<file path="src/hdl/vtp_pkg.sv">
// ----------------------------------------------------------------------------
// vtp_pkg
// Shared types and constants for the vertex taper profile unit.
// ----------------------------------------------------------------------------
package vtp_pkg;

  localparam logic [1:0] CFG_AXIS  = 2'd0;
  localparam logic [1:0] CFG_MIN   = 2'd1;
  localparam logic [1:0] CFG_SIZE  = 2'd2;
  localparam logic [1:0] CFG_COUNT = 2'd3;

  localparam logic [1:0] AXIS_X = 2'd0;
  localparam logic [1:0] AXIS_Y = 2'd1;
  localparam logic [1:0] AXIS_Z = 2'd2;

  localparam logic ACT_LOAD  = 1'b0;
  localparam logic ACT_TAPER = 1'b1;

  localparam int SCALE_W  = 21;
  localparam int HEIGHT_W = 17;
  localparam int ENTRY_W  = SCALE_W + HEIGHT_W;

  // shared restoring divider: normalised height uses all 48 dividend bits,
  // interpolation offset uses 38
  localparam logic [5:0] DIV1_STEPS = 6'd48;
  localparam logic [5:0] DIV2_STEPS = 6'd38;

  localparam logic [17:0] H_ONE = 18'd65536;

  typedef struct packed {
    logic               action;
    logic [3:0]         point_slot;
    logic [20:0]        point_scale;
    logic [16:0]        point_height;
    logic signed [31:0] in_x;
    logic signed [31:0] in_y;
    logic signed [31:0] in_z;
  } in_item_t;

  typedef struct packed {
    logic signed [31:0] out_x;
    logic signed [31:0] out_y;
    logic signed [31:0] out_z;
    logic               no_segment;
  } out_item_t;

  typedef struct packed {
    logic capture;
    logic div_step;
    logic idx_init;
    logic idx_inc;
    logic rd_lo;
    logic rd_next;
    logic prev_load;
    logic interp_load;
    logic one_load;
    logic scale_fin;
    logic mul_a;
    logic mul_b;
    logic res_b;
    logic out_load;
  } dp_cmd_t;

  typedef struct packed {
    logic is_load;
    logic fail;
    logic h_one;
    logic n_zero;
    logic n_lt2;
    logic seg_hit;
    logic idx_last;
  } dp_sts_t;

endpackage

</file>
<file path="src/hdl/vtp_if.sv">
// ----------------------------------------------------------------------------
// vtp_in_if / vtp_out_if
// Valid/ready channels for input items and result items.
// ----------------------------------------------------------------------------
interface vtp_in_if;
  logic               valid;
  logic               ready;
  logic               action;
  logic [3:0]         point_slot;
  logic [20:0]        point_scale;
  logic [16:0]        point_height;
  logic signed [31:0] in_x;
  logic signed [31:0] in_y;
  logic signed [31:0] in_z;

  modport source (output valid, action, point_slot, point_scale, point_height,
                  in_x, in_y, in_z, input ready);
  modport sink (input valid, action, point_slot, point_scale, point_height,
                in_x, in_y, in_z, output ready);
endinterface

interface vtp_out_if;
  logic               valid;
  logic               ready;
  logic signed [31:0] out_x;
  logic signed [31:0] out_y;
  logic signed [31:0] out_z;
  logic               no_segment;

  modport source (output valid, out_x, out_y, out_z, no_segment, input ready);
  modport sink (input valid, out_x, out_y, out_z, no_segment, output ready);
endinterface

</file>
<file path="src/hdl/vtp_ram.sv">
// ----------------------------------------------------------------------------
// vtp_ram
// Single write port, single read port RAM with registered read data.
// ----------------------------------------------------------------------------
module vtp_ram #(
  parameter int WIDTH = 8,
  parameter int DEPTH = 16
) (
  input  logic                             clk,
  input  logic                             we,
  input  logic [$clog2(DEPTH)-1:0]         waddr,
  input  logic [WIDTH-1:0]                 wdata,
  input  logic [$clog2(DEPTH)-1:0]         raddr,
  output logic [WIDTH-1:0]                 rdata
);

  logic [WIDTH-1:0] mem [DEPTH];
  logic [WIDTH-1:0] rdata_r;

  always_ff @(posedge clk) begin
    if (we) begin
      mem[waddr] <= wdata;
    end
    rdata_r <= mem[raddr];
  end

  assign rdata = rdata_r;

endmodule

</file>
<file path="src/hdl/vtp_datapath.sv">
// ----------------------------------------------------------------------------
// vtp_datapath
// Config registers, profile store, shared divider, search and scaling.
// ----------------------------------------------------------------------------
module vtp_datapath #(
  parameter int MAX_PROFILE_POINTS = 16
) (
  input  logic                clk,
  input  logic                rst_n,
  input  vtp_pkg::in_item_t   in_item,
  input  vtp_pkg::dp_cmd_t    cmd,
  output vtp_pkg::dp_sts_t    sts,
  output vtp_pkg::out_item_t  out_item,
  input  logic                cfg_we,
  input  logic [1:0]          cfg_index,
  input  logic [31:0]         cfg_wdata
);

  localparam int AW = $clog2(MAX_PROFILE_POINTS);
  localparam int IW = $clog2(MAX_PROFILE_POINTS + 1);

  // config
  logic [1:0]  axis_r, axis_nxt;
  logic [31:0] min_r, min_nxt;
  logic [30:0] size_r, size_nxt;
  logic [4:0]  count_r, count_nxt;

  // captured item
  logic               is_load_r;
  logic signed [31:0] cx_r, cy_r, cz_r;
  logic               diff_neg_r, size_zero_r;

  // divider
  logic [47:0] dvd_r, dvd_nxt;
  logic [31:0] rem_r, rem_nxt;
  logic [30:0] dsr_r, dsr_nxt;
  logic [21:0] q_r, q_nxt;
  logic        ovf_r, ovf_nxt;

  // search / interpolation
  logic [IW-1:0] idx_r;
  logic [16:0]   ph_r;
  logic [20:0]   ps_r;
  logic [20:0]   sn_r;
  logic          neg_r;
  logic [20:0]   scale_r;
  logic          found_r;

  // scaling
  logic signed [53:0] prod_r;
  logic signed [31:0] res_a_r, res_b_r;
  vtp_pkg::out_item_t out_r;

  // combinational
  logic [1:0]               ax;
  logic signed [31:0]       sel_c;
  logic signed [32:0]       diff;
  logic [AW+3:0]            slot_ext;
  logic                     slot_ok;
  logic                     ram_we;
  logic [AW-1:0]            waddr, raddr;
  logic [vtp_pkg::ENTRY_W-1:0] rdata;
  logic [20:0]              rd_s;
  logic [16:0]              rd_h;
  logic [IW:0]              idx_p1;
  logic [IW-1:0]            n_lim;
  logic [17:0]              h;
  logic [31:0]              rem_sh;
  logic                     ge;
  logic [20:0]              ds;
  logic [16:0]              off, den;
  logic [37:0]              iprod;
  logic signed [31:0]       ca, cb;
  logic signed [53:0]       mprod;
  logic signed [31:0]       sat_v;
  logic signed [37:0]       sh;

  // ---------------- config ----------------
  always_comb begin
    axis_nxt  = axis_r;
    min_nxt   = min_r;
    size_nxt  = size_r;
    count_nxt = count_r;
    if (cfg_we) begin
      case (cfg_index)
        vtp_pkg::CFG_AXIS:  axis_nxt  = cfg_wdata[1:0];
        vtp_pkg::CFG_MIN:   min_nxt   = cfg_wdata;
        vtp_pkg::CFG_SIZE:  size_nxt  = cfg_wdata[30:0];
        vtp_pkg::CFG_COUNT: count_nxt = cfg_wdata[4:0];
        default: ;
      endcase
    end
  end

  always_ff @(posedge clk) begin
    if (!rst_n) begin
      axis_r  <= vtp_pkg::AXIS_Y;
      min_r   <= '0;
      size_r  <= 31'd65536;
      count_r <= 5'd2;
    end else begin
      axis_r  <= axis_nxt;
      min_r   <= min_nxt;
      size_r  <= size_nxt;
      count_r <= count_nxt;
    end
  end

  // axis code 3 behaves as z
  assign ax = (axis_r == 2'd3) ? vtp_pkg::AXIS_Z : axis_r;

  // ---------------- profile store ----------------
  assign slot_ext = {{AW{1'b0}}, in_item.point_slot};
  assign slot_ok  = {28'd0, in_item.point_slot} < 32'(MAX_PROFILE_POINTS);
  assign waddr    = slot_ext[AW-1:0];
  assign ram_we   = cmd.capture && (in_item.action == vtp_pkg::ACT_LOAD) && slot_ok;
  assign idx_p1   = {1'b0, idx_r} + 1'b1;

  always_comb begin
    if (cmd.rd_lo) begin
      raddr = '0;
    end else if (cmd.rd_next) begin
      raddr = idx_p1[AW-1:0];
    end else begin
      raddr = idx_r[AW-1:0];
    end
  end

  vtp_ram #(
    .WIDTH (vtp_pkg::ENTRY_W),
    .DEPTH (MAX_PROFILE_POINTS)
  ) u_ram (
    .clk   (clk),
    .we    (ram_we),
    .waddr (waddr),
    .wdata ({in_item.point_scale, in_item.point_height}),
    .raddr (raddr),
    .rdata (rdata)
  );

  assign rd_s = rdata[vtp_pkg::ENTRY_W-1:vtp_pkg::HEIGHT_W];
  assign rd_h = rdata[vtp_pkg::HEIGHT_W-1:0];

  assign n_lim = (32'(count_r) > 32'(MAX_PROFILE_POINTS)) ?
                 IW'(MAX_PROFILE_POINTS) : IW'(count_r);

  // ---------------- capture ----------------
  always_comb begin
    case (ax)
      vtp_pkg::AXIS_X: sel_c = in_item.in_x;
      vtp_pkg::AXIS_Y: sel_c = in_item.in_y;
      default:         sel_c = in_item.in_z;
    endcase
  end

  assign diff = $signed({sel_c[31], sel_c}) - $signed({min_r[31], min_r});

  always_ff @(posedge clk) begin
    if (cmd.capture) begin
      is_load_r   <= (in_item.action == vtp_pkg::ACT_LOAD);
      cx_r        <= in_item.in_x;
      cy_r        <= in_item.in_y;
      cz_r        <= in_item.in_z;
      diff_neg_r  <= diff[32];
      size_zero_r <= (size_r == '0);
    end
  end

  // ---------------- shared divider ----------------
  assign h      = q_r[17:0];
  assign rem_sh = {rem_r[30:0], dvd_r[47]};
  assign ge     = rem_sh >= {1'b0, dsr_r};

  // interpolation set-up from previous and current profile entries
  assign ds    = (ps_r < rd_s) ? (rd_s - ps_r) : (ps_r - rd_s);
  assign off   = h[16:0] - rd_h;
  assign den   = ph_r - rd_h;
  assign iprod = {17'd0, ds} * {21'd0, off};

  always_comb begin
    dvd_nxt = dvd_r;
    rem_nxt = rem_r;
    dsr_nxt = dsr_r;
    q_nxt   = q_r;
    ovf_nxt = ovf_r;
    if (cmd.capture) begin
      dvd_nxt = {diff[31:0], 16'd0};
      rem_nxt = '0;
      dsr_nxt = size_r;
      q_nxt   = '0;
      ovf_nxt = 1'b0;
    end else if (cmd.interp_load) begin
      dvd_nxt = {iprod, 10'd0};
      rem_nxt = '0;
      dsr_nxt = {14'd0, den};
      q_nxt   = '0;
      ovf_nxt = 1'b0;
    end else if (cmd.div_step) begin
      dvd_nxt = {dvd_r[46:0], 1'b0};
      rem_nxt = ge ? (rem_sh - {1'b0, dsr_r}) : rem_sh;
      q_nxt   = {q_r[20:0], ge};
      ovf_nxt = ovf_r | q_r[21];
    end
  end

  always_ff @(posedge clk) begin
    dvd_r <= dvd_nxt;
    rem_r <= rem_nxt;
    dsr_r <= dsr_nxt;
    q_r   <= q_nxt;
    ovf_r <= ovf_nxt;
  end

  // ---------------- search ----------------
  always_ff @(posedge clk) begin
    if (cmd.idx_init) begin
      idx_r <= IW'(1);
    end else if (cmd.idx_inc) begin
      idx_r <= idx_p1[IW-1:0];
    end
    if (cmd.prev_load) begin
      ph_r <= rd_h;
      ps_r <= rd_s;
    end
    if (cmd.interp_load) begin
      sn_r  <= rd_s;
      neg_r <= ps_r < rd_s;
    end
    if (cmd.capture) begin
      found_r <= 1'b0;
    end else if (cmd.one_load) begin
      scale_r <= rd_s;
      found_r <= 1'b1;
    end else if (cmd.scale_fin) begin
      scale_r <= neg_r ? (sn_r - q_r[20:0]) : (sn_r + q_r[20:0]);
      found_r <= 1'b1;
    end
  end

  assign sts.is_load  = is_load_r;
  assign sts.fail     = size_zero_r || diff_neg_r || ovf_r || (q_r[21:18] != 4'd0);
  assign sts.h_one    = (h == vtp_pkg::H_ONE);
  assign sts.n_zero   = (n_lim == '0);
  assign sts.n_lt2    = (n_lim < IW'(2));
  assign sts.seg_hit  = (h < {1'b0, ph_r}) && (h >= {1'b0, rd_h});
  assign sts.idx_last = idx_p1 >= {1'b0, n_lim};

  // ---------------- scaling ----------------
  // the two coordinates off the taper axis, in x, y, z order
  assign ca = (ax == vtp_pkg::AXIS_X) ? cy_r : cx_r;
  assign cb = (ax == vtp_pkg::AXIS_Z) ? cy_r : cz_r;

  assign mprod = (cmd.mul_a ? ca : cb) * $signed({1'b0, scale_r});
  assign sh    = 38'(prod_r >>> 16);

  always_comb begin
    if (sh > 38'sd2147483647) begin
      sat_v = 32'sh7FFFFFFF;
    end else if (sh < -38'sd2147483648) begin
      sat_v = 32'sh80000000;
    end else begin
      sat_v = sh[31:0];
    end
  end

  always_ff @(posedge clk) begin
    if (cmd.mul_a || cmd.mul_b) begin
      prod_r <= mprod;
    end
    if (cmd.mul_b) begin
      res_a_r <= sat_v;
    end
    if (cmd.res_b) begin
      res_b_r <= sat_v;
    end
  end

  // ---------------- result register ----------------
  always_ff @(posedge clk) begin
    if (cmd.out_load) begin
      if (is_load_r) begin
        out_r <= '0;
      end else if (!found_r) begin
        out_r.out_x      <= cx_r;
        out_r.out_y      <= cy_r;
        out_r.out_z      <= cz_r;
        out_r.no_segment <= 1'b1;
      end else begin
        out_r.out_x      <= (ax == vtp_pkg::AXIS_X) ? cx_r : res_a_r;
        out_r.out_y      <= (ax == vtp_pkg::AXIS_Y) ? cy_r :
                            ((ax == vtp_pkg::AXIS_X) ? res_a_r : res_b_r);
        out_r.out_z      <= (ax == vtp_pkg::AXIS_Z) ? cz_r : res_b_r;
        out_r.no_segment <= 1'b0;
      end
    end
  end

  assign out_item = out_r;

endmodule

</file>
<file path="src/hdl/vtp_ctrl.sv">
// ----------------------------------------------------------------------------
// vtp_ctrl
// Sequencer: handshakes, divider step count and profile search order.
// ----------------------------------------------------------------------------
module vtp_ctrl (
  input  logic              clk,
  input  logic              rst_n,
  input  logic              in_valid,
  input  logic              in_action,
  output logic              in_ready,
  output logic              out_valid,
  input  logic              out_ready,
  output vtp_pkg::dp_cmd_t  cmd,
  input  vtp_pkg::dp_sts_t  sts
);

  localparam logic [3:0] S_IDLE   = 4'd0;
  localparam logic [3:0] S_DIV1   = 4'd1;
  localparam logic [3:0] S_CHK    = 4'd2;
  localparam logic [3:0] S_ONE_RD = 4'd3;
  localparam logic [3:0] S_SRD0   = 4'd4;
  localparam logic [3:0] S_SCMP   = 4'd5;
  localparam logic [3:0] S_DIV2   = 4'd6;
  localparam logic [3:0] S_SFIN   = 4'd7;
  localparam logic [3:0] S_MULA   = 4'd8;
  localparam logic [3:0] S_MULB   = 4'd9;
  localparam logic [3:0] S_MULC   = 4'd10;
  localparam logic [3:0] S_FIN    = 4'd11;

  logic [3:0] state_r, state_nxt;
  logic [5:0] cnt_r, cnt_nxt;
  logic       out_valid_r, out_valid_nxt;

  assign in_ready  = (state_r == S_IDLE);
  assign out_valid = out_valid_r;

  always_comb begin
    state_nxt     = state_r;
    cnt_nxt       = cnt_r;
    out_valid_nxt = out_valid_r && !out_ready;
    cmd           = '0;
    case (state_r)
      S_IDLE: begin
        if (in_valid) begin
          cmd.capture = 1'b1;
          cnt_nxt     = '0;
          state_nxt   = (in_action == vtp_pkg::ACT_LOAD) ? S_FIN : S_DIV1;
        end
      end
      S_DIV1: begin
        cmd.div_step = 1'b1;
        cnt_nxt      = cnt_r + 6'd1;
        if (cnt_r == vtp_pkg::DIV1_STEPS - 6'd1) begin
          state_nxt = S_CHK;
        end
      end
      S_CHK: begin
        if (sts.fail) begin
          state_nxt = S_FIN;
        end else if (sts.h_one) begin
          if (sts.n_zero) begin
            state_nxt = S_FIN;
          end else begin
            cmd.rd_lo = 1'b1;
            state_nxt = S_ONE_RD;
          end
        end else if (sts.n_lt2) begin
          state_nxt = S_FIN;
        end else begin
          cmd.rd_lo    = 1'b1;
          cmd.idx_init = 1'b1;
          state_nxt    = S_SRD0;
        end
      end
      S_ONE_RD: begin
        cmd.one_load = 1'b1;
        state_nxt    = S_MULA;
      end
      S_SRD0: begin
        cmd.prev_load = 1'b1;
        state_nxt     = S_SCMP;
      end
      S_SCMP: begin
        if (sts.seg_hit) begin
          cmd.interp_load = 1'b1;
          cnt_nxt         = '0;
          state_nxt       = S_DIV2;
        end else if (sts.idx_last) begin
          state_nxt = S_FIN;
        end else begin
          cmd.prev_load = 1'b1;
          cmd.rd_next   = 1'b1;
          cmd.idx_inc   = 1'b1;
        end
      end
      S_DIV2: begin
        cmd.div_step = 1'b1;
        cnt_nxt      = cnt_r + 6'd1;
        if (cnt_r == vtp_pkg::DIV2_STEPS - 6'd1) begin
          state_nxt = S_SFIN;
        end
      end
      S_SFIN: begin
        cmd.scale_fin = 1'b1;
        state_nxt     = S_MULA;
      end
      S_MULA: begin
        cmd.mul_a = 1'b1;
        state_nxt = S_MULB;
      end
      S_MULB: begin
        cmd.mul_b = 1'b1;
        state_nxt = S_MULC;
      end
      S_MULC: begin
        cmd.res_b = 1'b1;
        state_nxt = S_FIN;
      end
      S_FIN: begin
        if (!out_valid_r || out_ready) begin
          cmd.out_load  = 1'b1;
          out_valid_nxt = 1'b1;
          state_nxt     = S_IDLE;
        end
      end
      default: begin
        state_nxt = S_IDLE;
      end
    endcase
  end

  always_ff @(posedge clk) begin
    if (!rst_n) begin
      state_r     <= S_IDLE;
      cnt_r       <= '0;
      out_valid_r <= 1'b0;
    end else begin
      state_r     <= state_nxt;
      cnt_r       <= cnt_nxt;
      out_valid_r <= out_valid_nxt;
    end
  end

`ifndef SYNTHESIS
  a_no_overwrite: assert property (@(posedge clk) disable iff (!rst_n)
    cmd.out_load |-> (!out_valid_r || out_ready))
    else $error("result register overwritten before transfer");

  a_hit_to_div: assert property (@(posedge clk) disable iff (!rst_n)
    (state_r == S_SCMP && sts.seg_hit) |=> (state_r == S_DIV2 && cnt_r == 6'd0))
    else $error("segment hit did not start interpolation divide");

  a_div1_runs: assert property (@(posedge clk) disable iff (!rst_n)
    (state_r == S_DIV1 && cnt_r != vtp_pkg::DIV1_STEPS - 6'd1) |=> state_r == S_DIV1)
    else $error("height divide left early");

  a_excl_cmd: assert property (@(posedge clk) disable iff (!rst_n)
    $onehot0({cmd.capture, cmd.div_step, cmd.interp_load, cmd.one_load, cmd.scale_fin}))
    else $error("conflicting divider and scale commands");
`endif

endmodule

</file>
<file path="src/hdl/vertex_taper_profile_unit.sv">
// Sequence: a load item goes straight to the result register; a vertex item runs the
//   height divide, then at most the search, interpolation divide and scaling.
// Throughput: one item at a time; the 48-step height divide and 38-step interpolation
//   divide share one bit-per-cycle restoring divider and set the item time.
// Reset (rst_n, synchronous, low): controller idle, no result held, config registers
//   back to axis y, min 0, size 1.0, two points; the profile store is not cleared.
// ----------------------------------------------------------------------------
// vertex_taper_profile_unit
// Tapers vertices along one axis by a piecewise linear scale profile.
// ----------------------------------------------------------------------------
module vertex_taper_profile_unit #(
  parameter int MAX_PROFILE_POINTS = 16
) (
  input  logic        clk,
  input  logic        rst_n,
  vtp_in_if.sink      in_ch,
  vtp_out_if.source   out_ch,
  input  logic        cfg_we,
  input  logic [1:0]  cfg_index,
  input  logic [31:0] cfg_wdata
);

  vtp_pkg::in_item_t  in_item;
  vtp_pkg::out_item_t out_item;
  vtp_pkg::dp_cmd_t   cmd;
  vtp_pkg::dp_sts_t   sts;

  // input payload bundled for the datapath; it is only sampled on a transfer
  assign in_item.action       = in_ch.action;
  assign in_item.point_slot   = in_ch.point_slot;
  assign in_item.point_scale  = in_ch.point_scale;
  assign in_item.point_height = in_ch.point_height;
  assign in_item.in_x         = in_ch.in_x;
  assign in_item.in_y         = in_ch.in_y;
  assign in_item.in_z         = in_ch.in_z;

  // sequencer: owns both handshakes, so a held result never blocks the
  // next transfer in
  vtp_ctrl u_ctrl (
    .clk       (clk),
    .rst_n     (rst_n),
    .in_valid  (in_ch.valid),
    .in_action (in_ch.action),
    .in_ready  (in_ch.ready),
    .out_valid (out_ch.valid),
    .out_ready (out_ch.ready),
    .cmd       (cmd),
    .sts       (sts)
  );

  // datapath: config, profile RAM, divider, multiplier, result register
  vtp_datapath #(
    .MAX_PROFILE_POINTS (MAX_PROFILE_POINTS)
  ) u_dp (
    .clk       (clk),
    .rst_n     (rst_n),
    .in_item   (in_item),
    .cmd       (cmd),
    .sts       (sts),
    .out_item  (out_item),
    .cfg_we    (cfg_we),
    .cfg_index (cfg_index),
    .cfg_wdata (cfg_wdata)
  );

  assign out_ch.out_x      = out_item.out_x;
  assign out_ch.out_y      = out_item.out_y;
  assign out_ch.out_z      = out_item.out_z;
  assign out_ch.no_segment = out_item.no_segment;

endmodule

</file>
<file path="src/flat_wrapper.sv">
// flat-port wrapper written by rule: the top's interface ports become plain ports
module vertex_taper_profile_unit_flat 
#(
  parameter int MAX_PROFILE_POINTS = 16
)
  (clk, rst_n, cfg_we, cfg_index, cfg_wdata, in_ch_valid, in_ch_action, in_ch_point_slot, in_ch_point_scale, in_ch_point_height, in_ch_in_x, in_ch_in_y, in_ch_in_z, in_ch_ready, out_ch_valid, out_ch_out_x, out_ch_out_y, out_ch_out_z, out_ch_no_segment, out_ch_ready);
  vtp_in_if in_ch_i ();
  vtp_out_if out_ch_i ();
  input  logic clk;
  input  logic rst_n;
  input  logic cfg_we;
  input  logic [1:0] cfg_index;
  input  logic [31:0] cfg_wdata;
  input wire logic [$bits(in_ch_i.valid)-1:0] in_ch_valid;
  input wire logic [$bits(in_ch_i.action)-1:0] in_ch_action;
  input wire logic [$bits(in_ch_i.point_slot)-1:0] in_ch_point_slot;
  input wire logic [$bits(in_ch_i.point_scale)-1:0] in_ch_point_scale;
  input wire logic [$bits(in_ch_i.point_height)-1:0] in_ch_point_height;
  input wire logic [$bits(in_ch_i.in_x)-1:0] in_ch_in_x;
  input wire logic [$bits(in_ch_i.in_y)-1:0] in_ch_in_y;
  input wire logic [$bits(in_ch_i.in_z)-1:0] in_ch_in_z;
  output wire logic [$bits(in_ch_i.ready)-1:0] in_ch_ready;
  output wire logic [$bits(out_ch_i.valid)-1:0] out_ch_valid;
  output wire logic [$bits(out_ch_i.out_x)-1:0] out_ch_out_x;
  output wire logic [$bits(out_ch_i.out_y)-1:0] out_ch_out_y;
  output wire logic [$bits(out_ch_i.out_z)-1:0] out_ch_out_z;
  output wire logic [$bits(out_ch_i.no_segment)-1:0] out_ch_no_segment;
  input wire logic [$bits(out_ch_i.ready)-1:0] out_ch_ready;
  assign in_ch_i.valid = in_ch_valid;
  assign in_ch_i.action = in_ch_action;
  assign in_ch_i.point_slot = in_ch_point_slot;
  assign in_ch_i.point_scale = in_ch_point_scale;
  assign in_ch_i.point_height = in_ch_point_height;
  assign in_ch_i.in_x = in_ch_in_x;
  assign in_ch_i.in_y = in_ch_in_y;
  assign in_ch_i.in_z = in_ch_in_z;
  assign in_ch_ready = in_ch_i.ready;
  assign out_ch_valid = out_ch_i.valid;
  assign out_ch_out_x = out_ch_i.out_x;
  assign out_ch_out_y = out_ch_i.out_y;
  assign out_ch_out_z = out_ch_i.out_z;
  assign out_ch_no_segment = out_ch_i.no_segment;
  assign out_ch_i.ready = out_ch_ready;
  vertex_taper_profile_unit #(.MAX_PROFILE_POINTS(MAX_PROFILE_POINTS)) u_core (.clk(clk), .rst_n(rst_n), .in_ch(in_ch_i), .out_ch(out_ch_i), .cfg_we(cfg_we), .cfg_index(cfg_index), .cfg_wdata(cfg_wdata));
endmodule
</file>
<file path="config.mk">
export PLATFORM = sky130hd
export DESIGN_NAME = vertex_taper_profile_unit_flat
export DESIGN_NICKNAME = d
export VERILOG_FILES = /design/src/hdl/vtp_pkg.sv /design/src/hdl/vtp_if.sv /design/src/hdl/vtp_ram.sv /design/src/hdl/vtp_datapath.sv /design/src/hdl/vtp_ctrl.sv /design/src/hdl/vertex_taper_profile_unit.sv /design/src/flat_wrapper.sv
export SDC_FILE = /design/constraint.sdc
export NUM_CORES = 2
export LEC_CHECK = 0
export BUFFER_PORTS_ARGS = -buffer_cell sky130_fd_sc_hd__buf_2
export CORE_ASPECT_RATIO = 0.75
export CORE_MARGIN = 1.5
export CORE_UTILIZATION = 50
export CTS_CLUSTER_SIZE = 20
export DETAILED_ROUTE_END_ITERATION = 8
export PLACE_DENSITY = 0.66
export SLEW_MARGIN = 20
export SYNTH_ARGS = -nofsm -noshare
export SYNTH_HDL_FRONTEND = slang
export SYNTH_SLANG_ARGS = --single-unit
</file>
<file path="constraint.sdc">
create_clock -name clk -period 26.8 [get_ports clk]
set_input_delay 0 -clock clk [delete_from_list [all_inputs] [get_ports clk]]
set_output_delay 0 -clock clk [all_outputs]
set_load 0.01 [all_outputs]
</file>
==> run metrics <==
status=finished clean; Worst Min Path Start=cfg_wdata[11]; core box area=181000 sq um; Synth warnings=0; final hold slack=55.5 ps; Slew HR=17.7%; area share of fa/ha/maj cells after synthesis=between 20% and 30%; Setup Buffers After CTS=0; Final Cell Area=slightly above 100000 sq um; worst slew pin tran=between 1000 and 1500 ps; Tot GR Track Use=30.9%; CP required=between 20000 and 30000 ps; number of max-cap violations=0; post-synthesis simple-gate area fraction=12.1%; max incr delay on CP=680 ps; Final ANT Viol Nets=0; most frequent cells in the layout=1337 x inv_1, 1206 x nand2_1, 1050 x edfxtp_1; final WL=283000 um; R2R Setup Slk=16340 ps; CP Max Fanout=53; syn_area_per_cell=10.4 sq um; setup total negative slack=0 ps; clock buffer count from CTS=120; Synth cell types=83; CP startpoint kind=flop; Netlist Area Pre-Place=just over 90000 sq um; vias per inst=5.81; cell count after synthesis=roughly 8800; vias in the first global route=68100; Initial Util=50.3%; XOR/XNOR Fraction of Synth Area=2.17%; Die W=495 um; Syn Nets=about 10000; clk_skew=96.9 ps; ys async rst share=0%; initial antenna violation count=20; # DRC=0; EDFF count, synth=1050; input/output buffers=between 200 and 300; fin crit share=39.0%; Synth top area share=34.7%; Synth Area in Compound Gates=10.5%; drt first pass iters=6; total number of vias=67700; dpl ws=16500 ps; wire length per cell=around 24 um; CTS Hold Buffers Added=roughly 270; Final setup viols=0; post-synthesis sequential area ratio=38.8%; Die Span Y=372 um; pin count of the biggest net entering global routing=around 160; HPWL Detailed=roughly 200000 um; crit-path most repeated cell=fa_1; RR Endpoint=u_core.u_dp.prod_r[42]; CTS H-tree depth=3; placed cell area=approximately 95000 sq um; Worst setup EP type=flop; Clock Sink Count=1235; first-pass GRT wire length=between 400000 and 500000 um; routability cong.=1.02; Synth area leader=edfxtp_1; nets@finish=10700; Setup WS post-layout=16340 ps; share of cells above drive strength 1=8.32%; main combinational cell family by area after synthesis=adder cells; Die Area=184000 sq um; Max Root-Sink Buffers=3; Root Buffer=clkbuf_16; Reg clk slew, reported paths=about 70 ps; Site Rows=135; IO Pins=~280; Fillers=15200; type of the worst min-delay path=in2reg; gr ovfl total=0; CTS tree=yes; min Tclk post-route=around 10000 ps; Critical R2R Launch=u_core.u_ctrl.state_r[3]; ranking of synthesized cells by area=edfxtp_1 35%, fa_1 21%, ha_1 5.9%, inv_1 5.5%, nand2_1 5.0%; FF/Latch Area=35200 sq um; Reg2Reg Depth=32; clock latency on the worst-skew pair=860 ps; CP Class=reg2reg; Hold EP=u_core.u_dp.size_r[11]; Main synth FF type=edfxtp_1; Max Slew Vio Count=0; Slowest cell on crit path=dfxtp_1; area occupied by multi-input gates=49300 sq um; arrival time at the worst endpoint=10990 ps; drt initial violations=7207; mux cell area share after synthesis=1.97%; Fin. Hold Viols=0; commonest non-fill, non-tap cell in the layout=inv_1; cts repair resizes=0; unrepaired setup endpoints after global routing=false; Synth-to-Final Area Change=12.3%; Yosys reg bits=~1200; Hold Crit Depth=4; Highest Clock Rate=95.6 MHz
worst max-delay path, delay by kind of cell (launching register included):
family	cells	cell delay, ps
buffers and inverters	10	1870
adders and majority gates	8	3780
AOI/OAI and AO/OA	11	3070
DFF	1	680
and+or+nand+nor	3	610
per-layer routing:
metal / up-vias / part of all wire (%) / global-route usage (%) / routed length, um
li1: 29800 / - / - / -
met1: 33700 / 42 / 43.7 / 118000
met2: 3540 / 43 / 45.7 / 120000
met3: 593 / 10 / 6.68 / 29500
met4: 14 / 5.2 / 14.1 / 14700
met5: - / 0.028 / 0 / 78
cell type report:
cell class | instances | share of cell area [%]
Tap cell | 2397 | 2.94
Antenna cell | 9 | 0.0221
Clock inverter | 75 | 0.825
Sequential cell | 1235 | 34.5
Clock buffer | 149 | 3.21
Inverter | 1341 | 4.94
Multi-Input combinational cell | 5730 | 48.3
Timing Repair Buffer | 706 | 5.22
metrics by stage:
step           cells  utilization (%)
4_1_cts        11600             56.5
3_5_place_dp   11100             52.8
6_report       11600             56.5
3_3_place_gp   11100             52.7
2_1_floorplan   8767                -
5_1_grt        11600             56.5
cells in the mapped netlist (50+ instances only):
cell type and number:
nand3_1 56, nor2_1 515, nor3_1 131, nand2_1 1209
nand2b_1 65, buf_2 50, o22ai_1 175, a22o_1 58
and2_1 289, xnor2_1 132, o31ai_1 54, edfxtp_1 1050
clkbuf_1 372, o221ai_1 82, fa_1 958, a21oi_1 443
ha_1 430, a21o_1 139, dfxtp_1 185, a211oi_1 66
o21ai_0 224, xor2_1 93, mux2i_1 141, inv_1 1339
registers in the layout (all words and copies together), names as in the netlist, 17 cells and up:
signal                   count
u_core.u_dp.cy_r            32
u_core.u_dp.cx_r            32
u_core.u_dp.res_b_r         32
u_core.u_dp.ph_r            17
u_core.u_dp.prod_r          38
u_core.u_dp.u_ram.rdata     38
u_core.u_dp.cz_r            32
u_core.u_dp.q_r             22
u_core.u_dp.res_a_r         32
u_core.u_dp.dvd_r           38
u_core.u_dp.out_item        97
u_core.u_dp.scale_r         21
u_core.u_dp.min_r           32
u_core.u_dp.rem_r           31
u_core.u_dp.dsr_r           31
u_core.u_dp.sn_r            21
u_core.u_dp.size_r          31
u_core.u_dp.ps_r            21
u_core.u_dp.u_ram.mem      608
logic make-up (layout without fill, tap and decap cells):
kind of cell / count (synthesis) / after routing
and+or+nand+nor: 2463 / 2463
adders and majority gates: 1388 / 1388
AOI/OAI and AO/OA: 1479 / 1479
muxes: 175 / 175
xor gates and xnor gates: 225 / 225
other: 0 / 9
DFF: 1235 / 1235
buffers and inverters: 1802 / 2271
worst max path at each step:
| stage | cells after the start | startpoint | to |
|---|---|---|---|
| after global routing | 36 | u_core.u_dp.ps_r[1] | u_core.u_dp.dvd_r[47] |
| after detailed placement | 35 | u_core.u_dp.ps_r[1] | u_core.u_dp.dvd_r[46] |
| after CTS | 31 | u_core.u_ctrl.state_r[3] | u_core.u_dp.prod_r[52] |
| after global placement | 36 | u_core.u_dp.ps_r[1] | u_core.u_dp.dvd_r[46] |
| after floorplan | 38 | u_core.u_dp.ps_r[1] | u_core.u_dp.dvd_r[41] |
| final | 32 | u_core.u_ctrl.state_r[3] | u_core.u_dp.prod_r[42] |
Power is left out: the tool's default activity adds up to more than one toggle a clock period on the data nets, which glitch-free logic cannot reach.
